===== src/rtl/slipdf_pkg.sv =====
// Package for the SLIP receive deframer with checksum.
// Holds the framing symbols, status codes, size constants and the result type.
// No dependencies.
`default_nettype none

package slipdf_pkg;

    localparam int MAX_FRAME_BYTES = 128;

    localparam int COUNT_W  = 8;
    localparam int PCOUNT_W = 7;
    localparam int STATUS_W = 3;

    localparam logic [7:0] SYM_END     = 8'hC0;
    localparam logic [7:0] SYM_ESC     = 8'hDB;
    localparam logic [7:0] SYM_ESC_END = 8'hDC;
    localparam logic [7:0] SYM_ESC_ESC = 8'hDD;
    localparam logic [7:0] SUM_INVERT  = 8'hFF;

    localparam logic [STATUS_W-1:0] ST_GOOD      = 3'd0;
    localparam logic [STATUS_W-1:0] ST_BAD_START = 3'd1;
    localparam logic [STATUS_W-1:0] ST_SHORT     = 3'd2;
    localparam logic [STATUS_W-1:0] ST_MISMATCH  = 3'd3;
    localparam logic [STATUS_W-1:0] ST_OVERFLOW  = 3'd4;

    localparam logic [COUNT_W:0] MAX_BYTES_EXT = (COUNT_W+1)'(MAX_FRAME_BYTES);
    localparam logic [PCOUNT_W-1:0] OVF_COUNT  = PCOUNT_W'(MAX_FRAME_BYTES - 2);

    typedef struct packed {
        logic                is_frame_end;
        logic [7:0]          payload_byte;
        logic [STATUS_W-1:0] frame_status;
        logic [PCOUNT_W-1:0] payload_count;
    } t_result;

endpackage

`default_nettype wire


===== src/rtl/slipdf_step.sv =====
// Per-byte deframing step: frame state registers and the unescape/checksum logic.
// Depends on slipdf_pkg.
`default_nettype none

module slipdf_step
    import slipdf_pkg::*;
(
    input  wire logic    i_clk,
    input  wire logic    i_rst_n,
    input  wire logic    i_step,
    input  wire logic [7:0] i_byte,
    output logic         o_res_valid,
    output t_result      o_res
);

    logic               r_esc;
    logic [COUNT_W-1:0] r_cnt;
    logic [7:0]         r_first;
    logic [7:0]         r_held;
    logic [7:0]         r_sum;

    logic               n_esc;
    logic [COUNT_W-1:0] n_cnt;
    logic [7:0]         n_first;
    logic [7:0]         n_held;
    logic [7:0]         n_sum;

    logic [7:0]         data;
    logic [COUNT_W:0]   next_idx;
    logic [COUNT_W-1:0] cnt_m2;

    assign next_idx = {1'b0, r_cnt} + (COUNT_W+1)'(1);
    assign cnt_m2   = r_cnt - COUNT_W'(2);

    always_comb begin
        data = i_byte;
        if (r_esc) begin
            if (i_byte == SYM_ESC_END) begin
                data = SYM_END;
            end else if (i_byte == SYM_ESC_ESC) begin
                data = SYM_ESC;
            end
        end
    end

    always_comb begin
        n_esc   = r_esc;
        n_cnt   = r_cnt;
        n_first = r_first;
        n_held  = r_held;
        n_sum   = r_sum;
        o_res_valid = 1'b0;
        o_res   = '0;

        if (i_byte == SYM_END && r_cnt != '0) begin
            // Frame close: report, clear the frame, keep any pending escape.
            o_res_valid = 1'b1;
            o_res.is_frame_end = 1'b1;
            o_res.payload_count = (r_cnt >= COUNT_W'(2)) ? cnt_m2[PCOUNT_W-1:0] : '0;
            priority if (r_first != SYM_END) begin
                o_res.frame_status = ST_BAD_START;
            end else if (r_cnt < COUNT_W'(2)) begin
                o_res.frame_status = ST_SHORT;
            end else if ((r_sum ^ SUM_INVERT) == r_held) begin
                o_res.frame_status = ST_GOOD;
            end else begin
                o_res.frame_status = ST_MISMATCH;
            end
            n_cnt   = '0;
            n_first = '0;
            n_held  = '0;
            n_sum   = '0;
        end else if (i_byte == SYM_ESC) begin
            n_esc = 1'b1;
        end else begin
            n_esc = 1'b0;
            if (r_cnt == '0) begin
                n_first = data;
            end else if (r_cnt == COUNT_W'(1)) begin
                n_held = data;
            end else begin
                // The held byte is now known not to be the checksum.
                o_res_valid = 1'b1;
                o_res.payload_byte = r_held;
                n_sum  = r_sum + r_held;
                n_held = data;
            end
            if (next_idx >= MAX_BYTES_EXT) begin
                // Overflow report replaces any payload byte of this step.
                o_res_valid = 1'b1;
                o_res = '0;
                o_res.is_frame_end  = 1'b1;
                o_res.frame_status  = ST_OVERFLOW;
                o_res.payload_count = OVF_COUNT;
                n_cnt   = '0;
                n_first = '0;
                n_held  = '0;
                n_sum   = '0;
            end else begin
                n_cnt = next_idx[COUNT_W-1:0];
            end
        end
    end

    always_ff @(posedge i_clk) begin
        if (!i_rst_n) begin
            r_esc   <= 1'b0;
            r_cnt   <= '0;
            r_first <= '0;
            r_held  <= '0;
            r_sum   <= '0;
        end else if (i_step) begin
            r_esc   <= n_esc;
            r_cnt   <= n_cnt;
            r_first <= n_first;
            r_held  <= n_held;
            r_sum   <= n_sum;
        end
    end

endmodule

`default_nettype wire


===== src/rtl/slipdf_out_reg.sv =====
// Output result register with valid/stall handshake.
// Depends on slipdf_pkg.
`default_nettype none

module slipdf_out_reg
    import slipdf_pkg::*;
(
    input  wire logic    i_clk,
    input  wire logic    i_rst_n,
    input  wire logic    i_load_en,
    input  wire logic    i_load_valid,
    input  wire t_result i_res,
    input  wire logic    i_stall,
    output logic         o_can_load,
    output logic         o_valid,
    output t_result      o_res
);

    logic    r_valid;
    t_result r_res;

    assign o_can_load = !r_valid || !i_stall;
    assign o_valid    = r_valid;
    assign o_res      = r_res;

    always_ff @(posedge i_clk) begin
        if (!i_rst_n) begin
            r_valid <= 1'b0;
        end else if (o_can_load) begin
            r_valid <= i_load_en && i_load_valid;
        end
    end

    always_ff @(posedge i_clk) begin
        if (o_can_load && i_load_en && i_load_valid) begin
            r_res <= i_res;
        end
    end

endmodule

`default_nettype wire


===== src/rtl/slip_rx_deframer_with_checksum_core.sv =====
// Top level of the SLIP receive deframer with inverted additive checksum.
// Depends on slipdf_pkg, slipdf_step and slipdf_out_reg.
`default_nettype none

// The block takes one raw line byte per transfer on the input channel and
// undoes SLIP escaping (0xDB escape, 0xDC -> 0xC0, 0xDD -> 0xDB). A 0xC0 on a
// non-empty frame closes it; on an empty frame it is stored as the start
// byte. Payload bytes come out one byte late so that the last byte of each
// frame can be checked as the inverted 8-bit sum of the payload. A closed
// frame yields one report transfer with is_frame_end high and a status of
// good, bad start byte, too short or checksum mismatch; a frame reaching the
// maximum length yields an overflow report and is dropped. Bytes that only
// start a frame or mark an escape produce no output transfer. Each byte
// passes through an input register, decode logic against the frame state and
// an output register, so the block sustains one byte per clock while the
// output is not stalled; the output register stalling is the only thing
// that holds the input back.

module slip_rx_deframer_with_checksum_core
    import slipdf_pkg::*;
(
    input  wire logic                i_clk,
    input  wire logic                i_rst_n,
    input  wire logic                i_valid,
    output logic                     o_stall,
    input  wire logic [7:0]          i_rx_byte,
    output logic                     o_valid,
    input  wire logic                i_stall,
    output logic                     o_is_frame_end,
    output logic [7:0]               o_payload_byte,
    output logic [STATUS_W-1:0]      o_frame_status,
    output logic [PCOUNT_W-1:0]      o_payload_count
);

    // Input register stage.
    logic       r_in_valid;
    logic [7:0] r_in_byte;

    logic    out_can_load;
    logic    advance;
    logic    step_res_valid;
    t_result step_res;
    t_result out_res;

    // The registered byte is processed in the cycle it moves to the output.
    assign advance = r_in_valid && out_can_load;
    // Stall only when a held byte cannot move on this cycle.
    assign o_stall = r_in_valid && !out_can_load;

    always_ff @(posedge i_clk) begin
        if (!i_rst_n) begin
            r_in_valid <= 1'b0;
        end else if (!o_stall) begin
            r_in_valid <= i_valid;
        end
    end

    always_ff @(posedge i_clk) begin
        if (i_valid && !o_stall) begin
            r_in_byte <= i_rx_byte;
        end
    end

    slipdf_step u_step (
        .i_clk       (i_clk),
        .i_rst_n     (i_rst_n),
        .i_step      (advance),
        .i_byte      (r_in_byte),
        .o_res_valid (step_res_valid),
        .o_res       (step_res)
    );

    slipdf_out_reg u_out (
        .i_clk        (i_clk),
        .i_rst_n      (i_rst_n),
        .i_load_en    (r_in_valid),
        .i_load_valid (step_res_valid),
        .i_res        (step_res),
        .i_stall      (i_stall),
        .o_can_load   (out_can_load),
        .o_valid      (o_valid),
        .o_res        (out_res)
    );

    assign o_is_frame_end  = out_res.is_frame_end;
    assign o_payload_byte  = out_res.payload_byte;
    assign o_frame_status  = out_res.frame_status;
    assign o_payload_count = out_res.payload_count;

endmodule

`default_nettype wire

===== config.mk =====
export PLATFORM = sky130hd
export DESIGN_NAME = slip_rx_deframer_with_checksum_core
export DESIGN_NICKNAME = d
export VERILOG_FILES = /design/src/rtl/slipdf_pkg.sv /design/src/rtl/slipdf_step.sv /design/src/rtl/slipdf_out_reg.sv /design/src/rtl/slip_rx_deframer_with_checksum_core.sv
export SDC_FILE = /design/constraint.sdc
export NUM_CORES = 1
export LEC_CHECK = 0
export ABC_CLOCK_PERIOD_IN_PS = 3900
export BUFFER_PORTS_ARGS = -buffer_cell sky130_fd_sc_hd__buf_2
export CORE_ASPECT_RATIO = 0.8
export CORE_MARGIN = 2
export CORE_UTILIZATION = 51
export CTS_CLUSTER_SIZE = 25
export DETAILED_ROUTE_END_ITERATION = 10
export PLACE_DENSITY = 0.71
export SETUP_SLACK_MARGIN = 0.05
export SLEW_MARGIN = 0
export SYNTH_ARGS = -nofsm -noshare
export SYNTH_HDL_FRONTEND = slang
export SYNTH_SLANG_ARGS = --single-unit

===== constraint.sdc =====
create_clock -name i_clk -period 3.9 [get_ports i_clk]
set_input_delay 0.195 -clock i_clk [delete_from_list [all_inputs] [get_ports i_clk]]
set_output_delay 0.195 -clock i_clk [all_outputs]
set_load 0.03 [all_outputs]

# --- Word level (Yosys, flattened, before mapping) ---
# Index checks and enable logic that the tools add are counted.
word_totals:
  ff_bits: 62
  in_bits: 12
  out_inout_bits: 21
  elab_cells: 84
classes:
  n_addsub: 3
  magnitude_cmp: 3
  eq_ne: 10
  mux: 34
  n_bitwise: 2
  reduce_logical: 20
ops:
  columns: ["op", "count"]
  rows:
  - ["$mux W8", 21]
  - ["$mux W19", 2]
  - ["$eq A8 B8 Y1 const B", 4]
  - ["$mux W10", 1]
  - ["$add A8 B1 Y9 const B", 1]
  - ["$ge A9 B8 Y1 const B", 1]
  - ["$add A8 B8 Y8", 1]
  - ["$eq A8 B1 Y1 const B", 1]
  - ["$eq A8 B8 Y1", 1]
  - ["$ge A8 B2 Y1 const B", 1]
  - ["$logic_not A8 Y1", 1]
  - ["$lt A8 B2 Y1 const B", 1]
  - ["$ne A8 B8 Y1 const B", 1]
  - ["$not A8 Y8", 1]
  - ["$reduce_bool A8 Y1", 1]
  - ["$mux W7", 1]
  - ["$sub A7 B2 Y7 const B", 1]
  - ["$logic_and A1 B1 Y1", 6]
  - ["$mux W1", 6]
  - ["$mux W3", 2]
  - ["$ne A3 B2 Y1 const B", 2]
  - ["$reduce_and A3 Y1", 2]
  - ["$reduce_or A5 Y1", 1]
  - ["$logic_not A1 Y1", 4]
  - ["other kinds (7)", 8]

# --- Longest topological paths before layout ---
# Gate-level depths: netlist of the first run.
depth:
  ltp_word: 8
  depth_mapped: 8
  ltp_nobuf: 7

# --- Modules after synthesis ---
# From an unflattened synthesis of the first run, not the netlist that was laid out.
unflattened:
  cells_unflattened: 311
  hier_area_um2: 3195.6
modules_own_cells:
  columns: ["mod", "n_inst", "cells_each", "area_each_um2", "seq_area_each_um2"]
  rows:
  - ["slipdf_step", 1, 274, 2284.7, 660.6]
  - ["slipdf_out_reg", 1, 24, 616.8, 590.6]
  - ["slip_rx_deframer_with_checksum_core", 1, 13, 294.0, 260.2]

# --- Worst setup path before layout of the first run ---
# OpenSTA, ideal clock, no wires.
synth_path:
  path_type: "register to register"
  startpoint: "register u_step.r_sum[6]"
  endpoint: "register u_step.r_sum[7]"
  setup_ns: 0.075
  arrival_time_ns: 1.749
  required_ns: 3.825
  path_slack_ns: 2.076
  path_stages_with_launch: 8
  synth_period_minus_slack_ns: 1.824
  cell_sequence: "dfxtp_1 > ha_1 > clkbuf_1 > and3b_1 > a2111oi_2 > o211ai_1 > nand3b_1 > a31oi_2"
synth_via:
  elab_chain_cells: 6
synth_lines:
  columns: ["element", "line_no", "text"]
  rows:
  - ["start: declaration", "slipdf_step.sv:20", "logic [7:0] r_sum;"]
  - ["start signal: assignment", "slipdf_step.sv:117", "r_sum <= n_sum;"]
  - ["$add A8 B8 Y8", "slipdf_step.sv:85", "n_sum = r_sum + r_held;"]
  - ["$mux W8", "slipdf_step.sv:79", "end else if (r_cnt == COUNT_W'(1)) begin"]
  - ["$mux W8", "slipdf_step.sv:77", "if (r_cnt == '0) begin"]
  - ["$mux W8", "slipdf_step.sv:88", "if (next_idx >= MAX_BYTES_EXT) begin"]
  - ["$mux W8", "slipdf_step.sv:73", "end else if (i_byte == SYM_ESC) begin"]
  - ["$mux W8", "slipdf_step.sv:55", "if (i_byte == SYM_END && r_cnt != '0) begin"]
# No other way between the ends. The select of a mux whose other input is x is not followed.
# A chain may end at the register's enable or synchronous reset.

# --- Final worst setup path of the first run ---
layout_path:
  startpoint: "register u_step.r_cnt[1]"
  endpoint: "register u_step.r_sum[4]"
layout_via:
  elab_chain_cells: 5
  word_cells_on_any_way: 13
  cone_classes: "add/sub (1); order compare (1); eq/ne (4); mux (3); reduce/logical (4)"
layout_lines:
  columns: ["element", "line_no", "text"]
  rows:
  - ["start: declaration", "slipdf_step.sv:17", "logic [COUNT_W-1:0] r_cnt;"]
  - ["start signal: assignment", "slipdf_step.sv:114", "r_cnt <= n_cnt;"]
  - ["$add A8 B1 Y9", "slipdf_step.sv:32", "assign next_idx = {1'b0, r_cnt} + (COUNT_W+1)'(1);"]
  - ["$ge A9 B8 Y1", "slipdf_step.sv:88", null]
  - ["$mux W8", "slipdf_step.sv:88", null]
  - ["$mux W8", "slipdf_step.sv:73", null]
  - ["$mux W8", "slipdf_step.sv:55", null]
# Parallel ways exist; a longest one is shown, timed or not. The select of a mux whose other input is x is not followed.

==> results of run 1 <==
logic make-up after synthesis:
family	after synthesis
xor gates and xnor gates	8
and+or+nand+nor	143
muxes	7
AOI/OAI and AO/OA	64
buffers and inverters	25
DFF	62
adders and majority gates	14
layer usage:
| metal | global-route usage | routed length [um] | share of wire | vias up |
|---|---|---|---|---|
| met5 | 0 | 0 | 0 | - |
| met4 | 0.08660 | 68 | 0.011 | 0 |
| met3 | 0.05143 | 436 | 0.067 | 8 |
| met2 | 0.2974 | 2739 | 0.42 | 100 |
| met1 | 0.2942 | 3230 | 0.50 | 1160 |
| li1 | - | - | - | 1238 |
sequential cells by signal, indices dropped and copies added, names as in the netlist, 8 cells and up:
signal	cells
u_out.o_res	19
r_in_byte	8
u_step.r_cnt	8
u_step.r_first	8
u_step.r_held	8
u_step.r_sum	8
final cells by class:
type	instances	share of cell area
clock inverter	4	0.02570
tap	81	0.02776
clock buffer	12	0.03975
multi-input combinational	236	0.4335
sequential	62	0.4140
timing repair buffer	33	0.04592
inverter	11	0.01337
cell usage after synthesis (2+ instances only):
library cell	n	share of area
nand2_1	49	0.057
dfxtp_1	35	0.22
nand3_1	28	0.043
a21oi_1	27	0.042
edfxtp_1	27	0.25
ha_1	13	0.050
o21ai_0	12	0.018
nor2_1	10	0.012
and2_1	9	0.017
inv_1	9	0.010
mux2i_1	7	0.022
nor3_1	7	0.011
clkbuf_1	6	0.0069
nand4_1	6	0.012
xnor2_1	6	0.016
buf_6	5	0.017
and3_1	4	0.0077
a31oi_1	3	0.0058
nand3b_1	3	0.0069
nor2b_1	3	0.0058
nor3b_1	3	0.0069
nor4b_1	3	0.0081
a221oi_1	2	0.0054
and2_2	2	0.0046
and3b_1	2	0.0054
buf_4	2	0.0046
o211ai_1	2	0.0046
or3_1	2	0.0038
xor2_1	2	0.0054
worst max-delay path, cell delays in order, from the launching register on:
cell     delay (ps)
dfxtp_1         460
inv_1           170
ha_1            270
and3_2          230
a311o_1         500
inv_8           260
nand4_1         120
a21oi_1         170
metrics by stage:
stage / std cells / instance area, um^2 / setup slack, ps / hold slack (ps)
floorplan: 323 / 3251 / 2076 / 293.9
finish: 439 / 3651 / 1625 / 29.54
detailed placement: 423 / 3412 / 1637 / 373.1
global placement: 423 / 3412 / 1674 / 371.1
global route: 439 / 3651 / 1461 / 14.00
CTS: 439 / 3651 / 1621 / 6.958
final timing paths:
kind                           to  slack, ps  cells past startpoint
setup / recovery  u_step.r_sum[4]       1620                      7
hold / removal       r_in_byte[4]         30                      1
setup reg to reg  u_step.r_sum[4]       1620                      7
hold reg to reg   u_step.r_sum[4]        460                      2
where the power goes:
part	internal, mW	total (mW)	switching (mW)
Sequential	0.696	0.713	0.0170
Clock	0.441	0.680	0.239
Combinational	0.0370	0.0984	0.0614
==> run_results.csv, run 1 <==
group,metric,value,unit
worst_setup_path,rr_startpoint,"u_step.r_cnt[1]",
yosys,syn_nets,349,
sta,finClkSkew,10.17,ps
cells_and_area,final_common_cell,"nand2_1",
flow_run,max_cap_viol_count,0,
min_path,min_path_type,"in -> reg",
cts,postCtsSetupBuffers,0,
placement,dp_hpwl,4588,um
routing,remaining_drc_errors,0,
yosys,synth_seq_cells,62,
yosys,yosys.area_share.simple,0.2502,
yosys,yosysWarningCount,0,
power,finalPower,1.492,mW
cts,cts_resized,0,
sta,hold_viol,0,
grt,grt_pass1_vias,2233,
die,dieArea,7032,um^2
yosys,synth-adder-area-share,0.05620,
cells_and_area,layout.area.seq,1511,um^2
yosys,synthMuxAreaShare,0.02156,
routing,first_pass_iters,5,
cells_and_area,final_nets,379,
sta,drv_slew,0,
sta,period_needed,2275,ps
yosys,synth_top_family_by_area,"simple AND/OR/NAND/NOR gates",
yosys,synth-xor-area-share,0.02156,
routing,drt_iter0_markers,229,
status,status,"complete, no violations",
yosys,yosysUniqueCellTypes,63,
die,start_util,0.5384,
die,die_h,75.41,um
cells_and_area,multi_input_area,1583,um^2
cts,clk_latency,340,ps
sta,fmax,0.4395,GHz
cts,clk_transition_reported_paths,70,ps
yosys,avgSynthCellArea,10.06,um^2
cells_and_area,fillerInstances,532,
die,die_w,93.26,um
routing,vias_per_cell,5.708,
power,power_density,408.6,nW/um^2
worst_setup_path,cp.arrival,2520,ps
worst_setup_path,cp-start-kind,"flop",
sta,relSlewSlack,0.4481,
cells_and_area,syn2layout_area_growth,12.32,%
grt,track_usage,0.2049,
grt,grt.overflow.total,0,
cts,htreeDepth,3,
worst_setup_path,cp-end-kind,"flop",
routing,wire_per_inst,14.75,um
cells_and_area,n_antenna_cell,0,
power,ir_worst_vdd,222.9,uV
yosys,syn_area,3251,um^2
cts,clock-sinks,62,
sta,tightest_slew,822.8,ps
yosys,synth_cells,323,
yosys,synth-edff-count,27,
worst_setup_path,crit_path_max_fanout,27,
sta,finalSetupViolations,0,
grt,grt_pass1_wl,10930,um
cts,ctsHoldBuffers,0,
yosys,synth_flop_cell,"dfxtp_1",
routing,wirelength,6475,um
yosys,yosysSeqAreaShare,0.4650,
cts,cts_max_path_buffers,2,
routing,vias,2506,
worst_setup_path,cp.required,4150,ps
sta,post-route-period-util,0.5834,
grt,grt_max_degree,28,
yosys,async_flop_share,0,
worst_setup_path,path_class,"reg -> reg",
placement,port_buffers,32,
cts,cts_tree,"done",
cts,cts_buffers,9,
grt,antenna_found_initial,0,
cts,cts_root_buffer,"clkbuf_8",
cells_and_area,final_cell_mix,"49 x nand2_1, 35 x dfxtp_1, 32 x buf_2",
worst_setup_path,crit_start,"u_step.r_cnt[1]",
sta,rsz0062_at_grt,"false",
routing,antenna_left,0,
yosys,synth_compound_area_frac,0.1374,
cells_and_area,drive_gt1_frac,0.1872,
placement,routabilityCongestion,0.8405,
cells_and_area,post-route-util,0.6048,
power,total_leakage_power,1.394,nW
min_path,min_from,"i_rx_byte[4]",
die,pin_count,33,
die,core_area,6037,um^2
die,rows,25,
sta,fin_setup_tns,0,ps
No activity file was read; power rests on OpenSTA's default activity.
==> inputs of run 2 (changes only) <==
Settings changed: ABC_CLOCK_PERIOD_IN_PS 3900 to 2200.
Clock period 3.9 ns to 2.2 ns, I/O delays scaled along.
==> run 2 against run 1 <==
Non-clock buffer count grew 20. Total power grew 72%. Clock power grew 60%. Largest cell class unchanged.
==> run_results.csv, run 2 (synthesis gave the netlist of run 1 again) <==
group,metric,value,unit
routing,vias_per_cell,5.586,
cells_and_area,stdcell_count,459,
power,ir_worst_vdd,469.1,uV
sta,relSlewSlack,0.5668,
cts,htreeDepth,3,
routing,wire_per_inst,14.87,um
placement,dp_cells,431,
sta,finalSetupViolations,0,
sta,fin_worst_hold_slack,47.05,ps
cts,clk_transition_reported_paths,70,ps
cells_and_area,n_antenna_cell,0,
worst_setup_path,crit_path_max_fanout,7,
worst_setup_path,crit_start,"u_step.r_cnt[0]",
sta,rsz0062_at_grt,"true",
worst_setup_path,crit_end,"u_out.o_res[5]",
routing,vias,2564,
cells_and_area,largest_reg_flops,19,
worst_setup_path,r2r_end,"u_out.o_res[5]",
die,pin_count,33,
placement,routabilityCongestion,0.8125,
grt,grt.overflow.total,0,
cells_and_area,drive_gt1_frac,0.2169,
sta,fin_setup_tns,0,ps
worst_setup_path,cp.required,2370,ps
grt,track_usage,0.2118,
die,start_util,0.5384,
grt,antenna_found_initial,0,
die,rows,25,
worst_setup_path,cp-start-kind,"flop",
sta,drv_slew,0,
placement,dp_hpwl,4773,um
routing,remaining_drc_errors,0,
worst_setup_path,crit_slowest_cell,"or3_1",
cells_and_area,final_nets,399,
sta,period_needed,2020,ps
routing,drt_iter0_markers,152,
worst_setup_path,path_class,"reg -> reg",
cts,cts_max_path_buffers,2,
routing,wirelength,6824,um
die,dieArea,7032,um^2
sta,finClkSkew,15.30,ps
grt,grt_pass1_vias,2434,
cells_and_area,final_common_cell,"nand2_1",
cts,cts_tree,"done",
worst_setup_path,reg2reg_depth,6,
cells_and_area,syn2layout_area_growth,17.78,%
worst_setup_path,rr_startpoint,"u_step.r_cnt[0]",
flow_run,max_cap_viol_count,0,
placement,port_buffers,32,
grt,grt_max_degree,28,
die,die_w,93.26,um
power,total_leakage_power,1.491,nW
worst_setup_path,cp.arrival,2190,ps
cts,clk_latency,340,ps
grt,grt_pass1_wl,11400,um
routing,first_pass_iters,4,
sta,hold_viol,0,
worst_setup_path,cp-end-kind,"flop",
worst_setup_path,critPathMaxStageDelay,470,ps
sta,tightest_slew,648.5,ps
cts,clock-sinks,62,
worst_setup_path,reg2reg_slack,180,ps
min_path,min_path_type,"in -> reg",
routing,antenna_left,0,
sta,post-route-period-util,0.9183,
power,power_density,668.7,nW/um^2
die,core_area,6037,um^2
cells_and_area,final_cell_mix,"49 x nand2_1, 33 x dfxtp_1, 32 x buf_2",
die,die_h,75.41,um
cts,cts_root_buffer,"clkbuf_8",
sta,fmax,0.4950,GHz
status,status,"complete, no violations",
cts,cts_buffers,9,
worst_setup_path,crit_chain,"ha_1 > nand3_1 > nand4_4 > nand2_1 > or3_1 > o21ai_0",
-- run 2: cell types whose count changed in the layout (fill, tap and decap cells not counted), sizes merged --
cell	before	now
buf	33	44
bufinv	3	2
clkinv	2	3
dlygate4sd3	0	9
-- run 2: worst min-delay path by stage --
stage / end / start / slack (ps) / depth (start not counted)
after detailed placement: r_in_byte[0] / i_rx_byte[0] / 290 / 1
after floorplan: r_in_byte[0] / i_rx_byte[0] / 210 / 0
after global routing: u_out.o_valid / i_stall / 50 / 3
final: u_out.o_valid / i_stall / 50 / 3
after CTS: u_out.o_valid / i_stall / 40 / 3
after global placement: r_in_byte[1] / i_rx_byte[1] / 290 / 1
-- run 2: metrics by stage --
| stage | utilization | setup slack (ps) | cell area (um^2) | power (mW) |
|---|---|---|---|---|
| 6_report | 0.6342 | 179.7 | 3829 | 2.560 |
| 5_1_grt | 0.6342 | 42.02 | 3829 | 2.668 |
| 3_5_place_dp | 0.5793 | 177.3 | 3497 | 1.474 |
| 2_1_floorplan | - | 376.0 | 3251 | 1.418 |
| 3_3_place_gp | 0.5793 | 164.0 | 3497 | 1.470 |
| 4_1_cts | 0.6298 | 122.4 | 3802 | 2.570 |
-- run 2: report_power, final --
group          switching (mW)  internal, mW
sequential             0.0306          1.23
combinational           0.117        0.0851
clock                   0.427         0.666
-- run 2: cell type report --
type                       instances  area (um^2)
tap                               81        101.3
fill                             485         2208
clock buffer                      12        145.1
sequential                        62         1514
timing repair buffer              53        365.4
inverter                          11        48.80
multi-input combinational        236         1584
clock inverter                     4        70.07
-- run 2: critical path, delay by kind of cell, from the launching register on --
family                   cells  cell delay [ps]
AND/OR/NAND/NOR              4             1100
flip-flops                   1              400
adder cells (fa/ha/maj)      1              230
AO/OA/AOI/OAI                1              120
-- run 2: what timing repair did --
item | in CTS | in global routing
hold buffers | 9 | 0
gates resized for setup | 0 | 4
hold endpoints to repair | 9 | 0
buffers inserted | 0 | 3
setup endpoints to repair | 0 | 23
-- run 2: layer usage --
metal	GRT usage	wire, um
met2	0.3237	2972
met3	0.07023	417
met4	0.07353	89
met5	0	0
met1	0.2868	3344
